### src/rtl/rrd_pkg.sv
// shared widths and helpers for the reflected ray direction pipeline
package rrd_pkg;

   localparam int PRE_BITS  = 16;              // magnitude bits after prescale
   localparam int PRE_W     = PRE_BITS + 1;    // signed prescaled component
   localparam int PP_W      = 2 * PRE_W;       // signed product of two components
   localparam int NN_W      = PP_W + 1;        // sum of three products
   localparam int PROD_W    = NN_W + PRE_W;    // nn * d or dn * n
   localparam int R_W       = PROD_W + 2;      // nn * d - 2 * dn * n
   localparam int RMAG_W    = R_W - 1;
   localparam int RLEN_W    = $clog2(RMAG_W + 1);
   localparam int NORM_BITS = 30;
   localparam int SQ_W      = 2 * NORM_BITS;
   localparam int SUM_W     = SQ_W + 2;
   localparam int ROOT_W    = SUM_W / 2;

   // position of the highest set bit plus one
   function automatic logic [RLEN_W-1:0] rmag_len(input logic [RMAG_W-1:0] v);
      logic [RLEN_W-1:0] len;
      len = '0;
      for (int i = 0; i < RMAG_W; i++) begin
         if (v[i]) len = RLEN_W'(i + 1);
      end
      return len;
   endfunction

endpackage

### src/rtl/rrd_isqrt.sv
// pipelined integer square root, two result bits per stage, with side payload
module rrd_isqrt import rrd_pkg::*; #(
   parameter int SIDE_W = 8
) (
   input  logic              clock,
   input  logic              reset,
   input  logic              in_valid,
   output logic              in_ready,
   input  logic [SUM_W-1:0]  in_rad,
   input  logic [SIDE_W-1:0] in_side,
   output logic              out_valid,
   input  logic              out_ready,
   output logic [ROOT_W-1:0] out_root,
   output logic [SIDE_W-1:0] out_side
);

   localparam int ST = (ROOT_W + 1) / 2;

   logic              v_ff    [ST];
   logic [SUM_W-1:0]  x_ff    [ST];
   logic [SUM_W-1:0]  r_ff    [ST];
   logic [SIDE_W-1:0] side_ff [ST];
   logic [SUM_W-1:0]  x_in    [ST];
   logic [SUM_W-1:0]  r_in    [ST];
   logic              en      [ST+1];

   assign en[ST] = out_ready;

   for (genvar s = 0; s < ST; s++) begin : g_st
      logic              v_src;
      logic [SUM_W-1:0]  x_src;
      logic [SUM_W-1:0]  r_src;
      logic [SIDE_W-1:0] side_src;

      if (s == 0) begin : g_first
         assign v_src    = in_valid;
         assign x_src    = in_rad;
         assign r_src    = '0;
         assign side_src = in_side;
      end else begin : g_next
         assign v_src    = v_ff[s-1];
         assign x_src    = x_ff[s-1];
         assign r_src    = r_ff[s-1];
         assign side_src = side_ff[s-1];
      end

      assign en[s] = !v_ff[s] || en[s+1];

      always_comb begin
         logic [SUM_W-1:0] x;
         logic [SUM_W-1:0] r;
         logic [SUM_W-1:0] b;
         logic [SUM_W-1:0] t;
         x = x_src;
         r = r_src;
         for (int j = 0; j < 2; j++) begin
            if (2 * s + j < ROOT_W) begin
               b = SUM_W'(1) << (2 * (ROOT_W - 1 - (2 * s + j)));
               t = r + b;
               if (x >= t) begin
                  x = x - t;
                  r = (r >> 1) + b;
               end else begin
                  r = r >> 1;
               end
            end
         end
         x_in[s] = x;
         r_in[s] = r;
      end

      always_ff @(posedge clock) begin
         if (reset) begin
            v_ff[s] <= 1'b0;
         end else if (en[s]) begin
            v_ff[s] <= v_src;
         end
      end

      always_ff @(posedge clock) begin
         if (en[s]) begin
            x_ff[s]    <= x_in[s];
            r_ff[s]    <= r_in[s];
            side_ff[s] <= side_src;
         end
      end
   end

   assign in_ready  = en[0];
   assign out_valid = v_ff[ST-1];
   assign out_root  = r_ff[ST-1][ROOT_W-1:0];
   assign out_side  = side_ff[ST-1];

endmodule

### config.mk
export PLATFORM = sky130hd
export DESIGN_NAME = rrd_isqrt
export DESIGN_NICKNAME = d
export VERILOG_FILES = /design/src/rtl/rrd_pkg.sv /design/src/rtl/rrd_isqrt.sv
export SDC_FILE = /design/constraint.sdc
export NUM_CORES = 2
export LEC_CHECK = 0
export BUFFER_PORTS_ARGS = -buffer_cell sky130_fd_sc_hd__buf_4
export CORE_ASPECT_RATIO = 0.75
export CORE_UTILIZATION = 53
export DETAILED_ROUTE_END_ITERATION = 12
export HOLD_SLACK_MARGIN = 0.05
export PLACE_DENSITY = 0.69
export SLEW_MARGIN = 5
export SYNTH_ARGS = -nofsm -noshare
export SYNTH_HDL_FRONTEND = slang
export SYNTH_SLANG_ARGS = --single-unit
### constraint.sdc
create_clock -name clock -period 13.4 [get_ports clock]
set_input_delay 3.35 -clock clock [delete_from_list [all_inputs] [get_ports clock]]
set_output_delay 3.35 -clock clock [all_outputs]
set_load 0.1 [all_outputs]
==> results.md <==
| Parameter | This run |
|---|---|
| Result of the run | finished clean |
| DRC viols | 0 |
| Transition at the pin with the smallest max-transition slack | 1.33 ns |
| TritonCTS Buffers | 138 |
| Final setup margin | 3.18 ns |
| Clock insertion delay at the later pin of the skew report | 0.81 ns |
| Clock transition time at the flip-flop clock pins of the worst setup and hold paths | 0.06 ns |
| Post-synthesis sequential area ratio | 47.2% |
| Initial standard-cell utilization of the core | 53.5% |
| Number of buffers on the longest clock path | 3 |
| Relative contribution of combinational cells to total power | 43.3% |
| Worst Path Class, Setup | input pin to output port |
| Area of combinational cells with multiple inputs | 42,400 sq um |
| Final weighted congestion in routability-driven placement | 0.938 |
| Switching Share | 40.0% |
| Row cnt | 127 |
| Hold slack final | 0.408 ns |
| Mapped Nets | 9,034 |
| Portion of total power attributed to the clock network | 21.0% |
| H-tree levels | 4 |
| TritonCTS clock tree | yes |
| Number of warnings printed during yosys synthesis | 0 |
| Hold bufs inserted after CTS | 0 |
| Final setup fails | 0 |
| Top-level port count | 115 |
| Post-layout nets | 9,076 |
| Worst hold path class | flip-flop to flip-flop |
| Number of iterations in the first detailed-routing pass | 6 |
| Yosys reg bits | 1,345 |
| Overall routing resource usage | 27.1% |
| RSZ-0062 raised after global routing | false |
| CTS resizes | 0 |
| Critical path required time | 10.05 ns |
| Total routed wirelength | 226 mm |
| FF/Latch Area | 40,400 sq um |
| Share of layout cells above drive strength 1 | 6.97% |
| CORE AREA | 160,000 sq um |
| Number of post-CTS setup repair buffers | 0 |
| Skew final | 0.0436 ns |
| Final total negative setup slack | 0 ns |
| Static leakage power | 0.0376 uW |
| WP data arrival | 6.87 ns |
| Via count of the first global-routing pass | 61,300 |
| Width of the die | 466 microns |
| Kind of start point of the critical path | input pin |
| Total instance count after detailed placement | 10,500 |
| Maximum number of pins on one net before global-route repair | 85 |
| Aggregate global routing overflow | 0 |
| Hold violation count in the final report | 0 |
| Worst-path fanout max | 74 |
| Unique masters post-synth | 115 |
| Post-layout minimum cycle time | 10.22 ns |
| Max transition margin | 11.2% |
| Die span in y | 350 microns |
| Number of flops mapped to enable cells by yosys | 1,345 |
| Wire length of the first global-routing pass | 350 mm |
| CTS root buffer | clkbuf_16 |
| Estimated wirelength of the detail-placed design | 176 mm |
| Initial antenna violation count | 2 |
| Worst slack at placement | 3.22 ns |
| Count of input and output buffers | 114 |
| Cell Int Power | 11,400 uW |
| Power share of the sequential group | 35.6% |
| Number of standard cells in the final layout excluding fillers | 10,700 |
| Syn Inst Count | 8,420 |
| Max Fclk | 0.0978 GHz |
| Average size of a mapped cell | 10.2 sq um |
| Worst IR Drop VDD | 0.145 mV |
| Via-per-instance ratio | 6.14 |
| Die outline area | 163,000 sq um |
| Number of max-capacitance violations reported | 0 |
| WL/cell | 21.1 microns |
| Post-route ant nets | 0 |
| DR vias | 65,700 |
| Pwr dens | 204 nW/um^2 |
| Final period utilization | 76.3% |
| Drt initial violations | 6,781 |
| Signed area change from the synthesized netlist to the final layout | 8.89% |
| Proportion of register bits with asynchronous set or reset after synthesis | 0% |
| P_sw | 7620 uW |
| Kind of end point of the critical path | output port |
| Max-slew violations | 0 |
| Sink Count | 1,345 |
| Area of the mapped netlist | 85,600 sq um |
| Layout fillers | 13,400 |
| Main synth FF type | edfxtp_1 |
metal layers:
| metal | wire length, microns | share of wire, % | track usage [%] | vias up |
|---|---|---|---|---|
| met3 | 15600 | 6.9 | 4.05 | 264 |
| met2 | 101000 | 45 | 42.2 | 2343 |
| met5 | 0 | 0 | 0 | - |
| li1 | - | - | - | 31400 |
| met1 | 105000 | 47 | 40.1 | 31600 |
| met4 | 3800 | 1.7 | 5.50 | 0 |
worst paths after layout:
path / start / end / slack [ns] / cells past startpoint
max: out_ready / in_ready / 3.18 / 13
min: side_ff[0][21]$_DFFE_PP_ / side_ff[0][29]$_DFFE_PP_ / 0.41 / 0
max reg2reg: x_ff[1][314]$_DFFE_PP_ / x_ff[1][380]$_DFFE_PP_ / 5.16 / 25
min reg2reg: side_ff[0][21]$_DFFE_PP_ / side_ff[0][29]$_DFFE_PP_ / 0.41 / 0
synth_stat cells, types with 50 or more instances:
| master | count | area (sq um) |
|---|---|---|
| a211oi_1 | 52 | 390 |
| a21o_1 | 245 | 1840 |
| a21oi_1 | 628 | 3140 |
| a31oi_1 | 54 | 338 |
| and2_1 | 52 | 325 |
| and3_1 | 63 | 394 |
| clkbuf_1 | 183 | 687 |
| edfxtp_1 | 1345 | 40400 |
| ha_1 | 540 | 6760 |
| inv_1 | 469 | 1760 |
| mux2_2 | 55 | 619 |
| nand2_1 | 654 | 2450 |
| nand2b_1 | 113 | 707 |
| nand3_1 | 195 | 976 |
| nand4_1 | 183 | 1140 |
| nor2_1 | 726 | 2730 |
| nor2b_1 | 82 | 513 |
| nor3_1 | 234 | 1170 |
| nor4_1 | 240 | 1500 |
| o21a_1 | 78 | 586 |
| o21ai_0 | 393 | 1970 |
| o21bai_1 | 50 | 375 |
| o31ai_1 | 84 | 631 |
| or2_2 | 65 | 407 |
| or3_1 | 90 | 563 |
| xnor2_1 | 492 | 4310 |
| xor2_1 | 310 | 2720 |
worst max-delay path: stages:
cell and delay [ns]:
buf_4 0.11, nor2b_1 0.25, and2_1 0.31, and3_1 0.27, and2_1 0.29, and3_1 0.28, and2_1 0.29, and3_1 0.39
nand2_4 0.15, nor2_1 0.28, nand2_2 0.08, buf_4 0.38, buf_4 0.38
power by group through the flow:
stage	clock network, uW	registers [uW]	logic, uW
6_report	4000	6780	8250
5_1_grt	4250	6870	9040
4_1_cts	4080	6770	8110
3_5_place_dp	0	6850	8050
3_3_place_gp	0	6830	7930
2_1_floorplan	0	6430	6300
cells in the final DEF, fill, tap and decap left out, types with 25 or more instances in the layout:
cell type,n
o31ai_1,84
edfxtp_1,1345
nor4b_1,31
or2_2,65
nor3b_1,46
a21boi_0,37
a21o_1,245
o21ai_0,393
or3_1,90
nand2_1,648
o21ai_1,25
buf_4,162
ha_1,540
a31oi_1,54
nor3_1,234
o21bai_1,50
nor2b_1,82
clkinv_2,26
inv_1,461
or4_1,48
mux2_2,55
nand3_1,194
xor2_1,310
o21a_1,78
and3_1,63
nor4_1,239
and2_1,51
nand2b_1,113
a211oi_1,51
xnor2_1,492
nor2_1,726
o211ai_1,37
nand4_1,183
clkbuf_16,139
a21oi_1,628
logic make-up after synthesis:
| family | share of synthesized area, % |
|---|---|
| simple gates | 17.7 |
| compound gates | 14.5 |
| flops | 47.2 |
| xor+xnor | 8.23 |
| buf+inv | 3.36 |
| fa+ha+maj | 7.90 |
| mux | 1.19 |
layout make-up:
| type | count | share of cell area (%) |
|---|---|---|
| clock buffers | 162 | 3.83 |
| well taps | 2128 | 2.86 |
| multi-input cells | 6335 | 45.5 |
| repair buffers | 162 | 1.31 |
| flip-flops and latches | 1345 | 43.3 |
| clock inverters | 92 | 1.25 |
| diodes | 1 | 0.00269 |
| inverters | 480 | 1.94 |
flip-flops by register name (all words and copies together), names as in the netlist:
signal / count
v_ff: 16
x_ff: 930
r_ff: 271
side_ff: 128
through the flow:
stage	utilization, %	power, uW	area (sq um)
after CTS	58.2	19000	93200
after global placement	55.3	14800	88500
final	58.2	19000	93200
after global routing	58.2	20200	93200
after floorplan	-	12700	85600
after detailed placement	55.3	14900	88500
No activity file was read; power rests on OpenSTA's default activity.
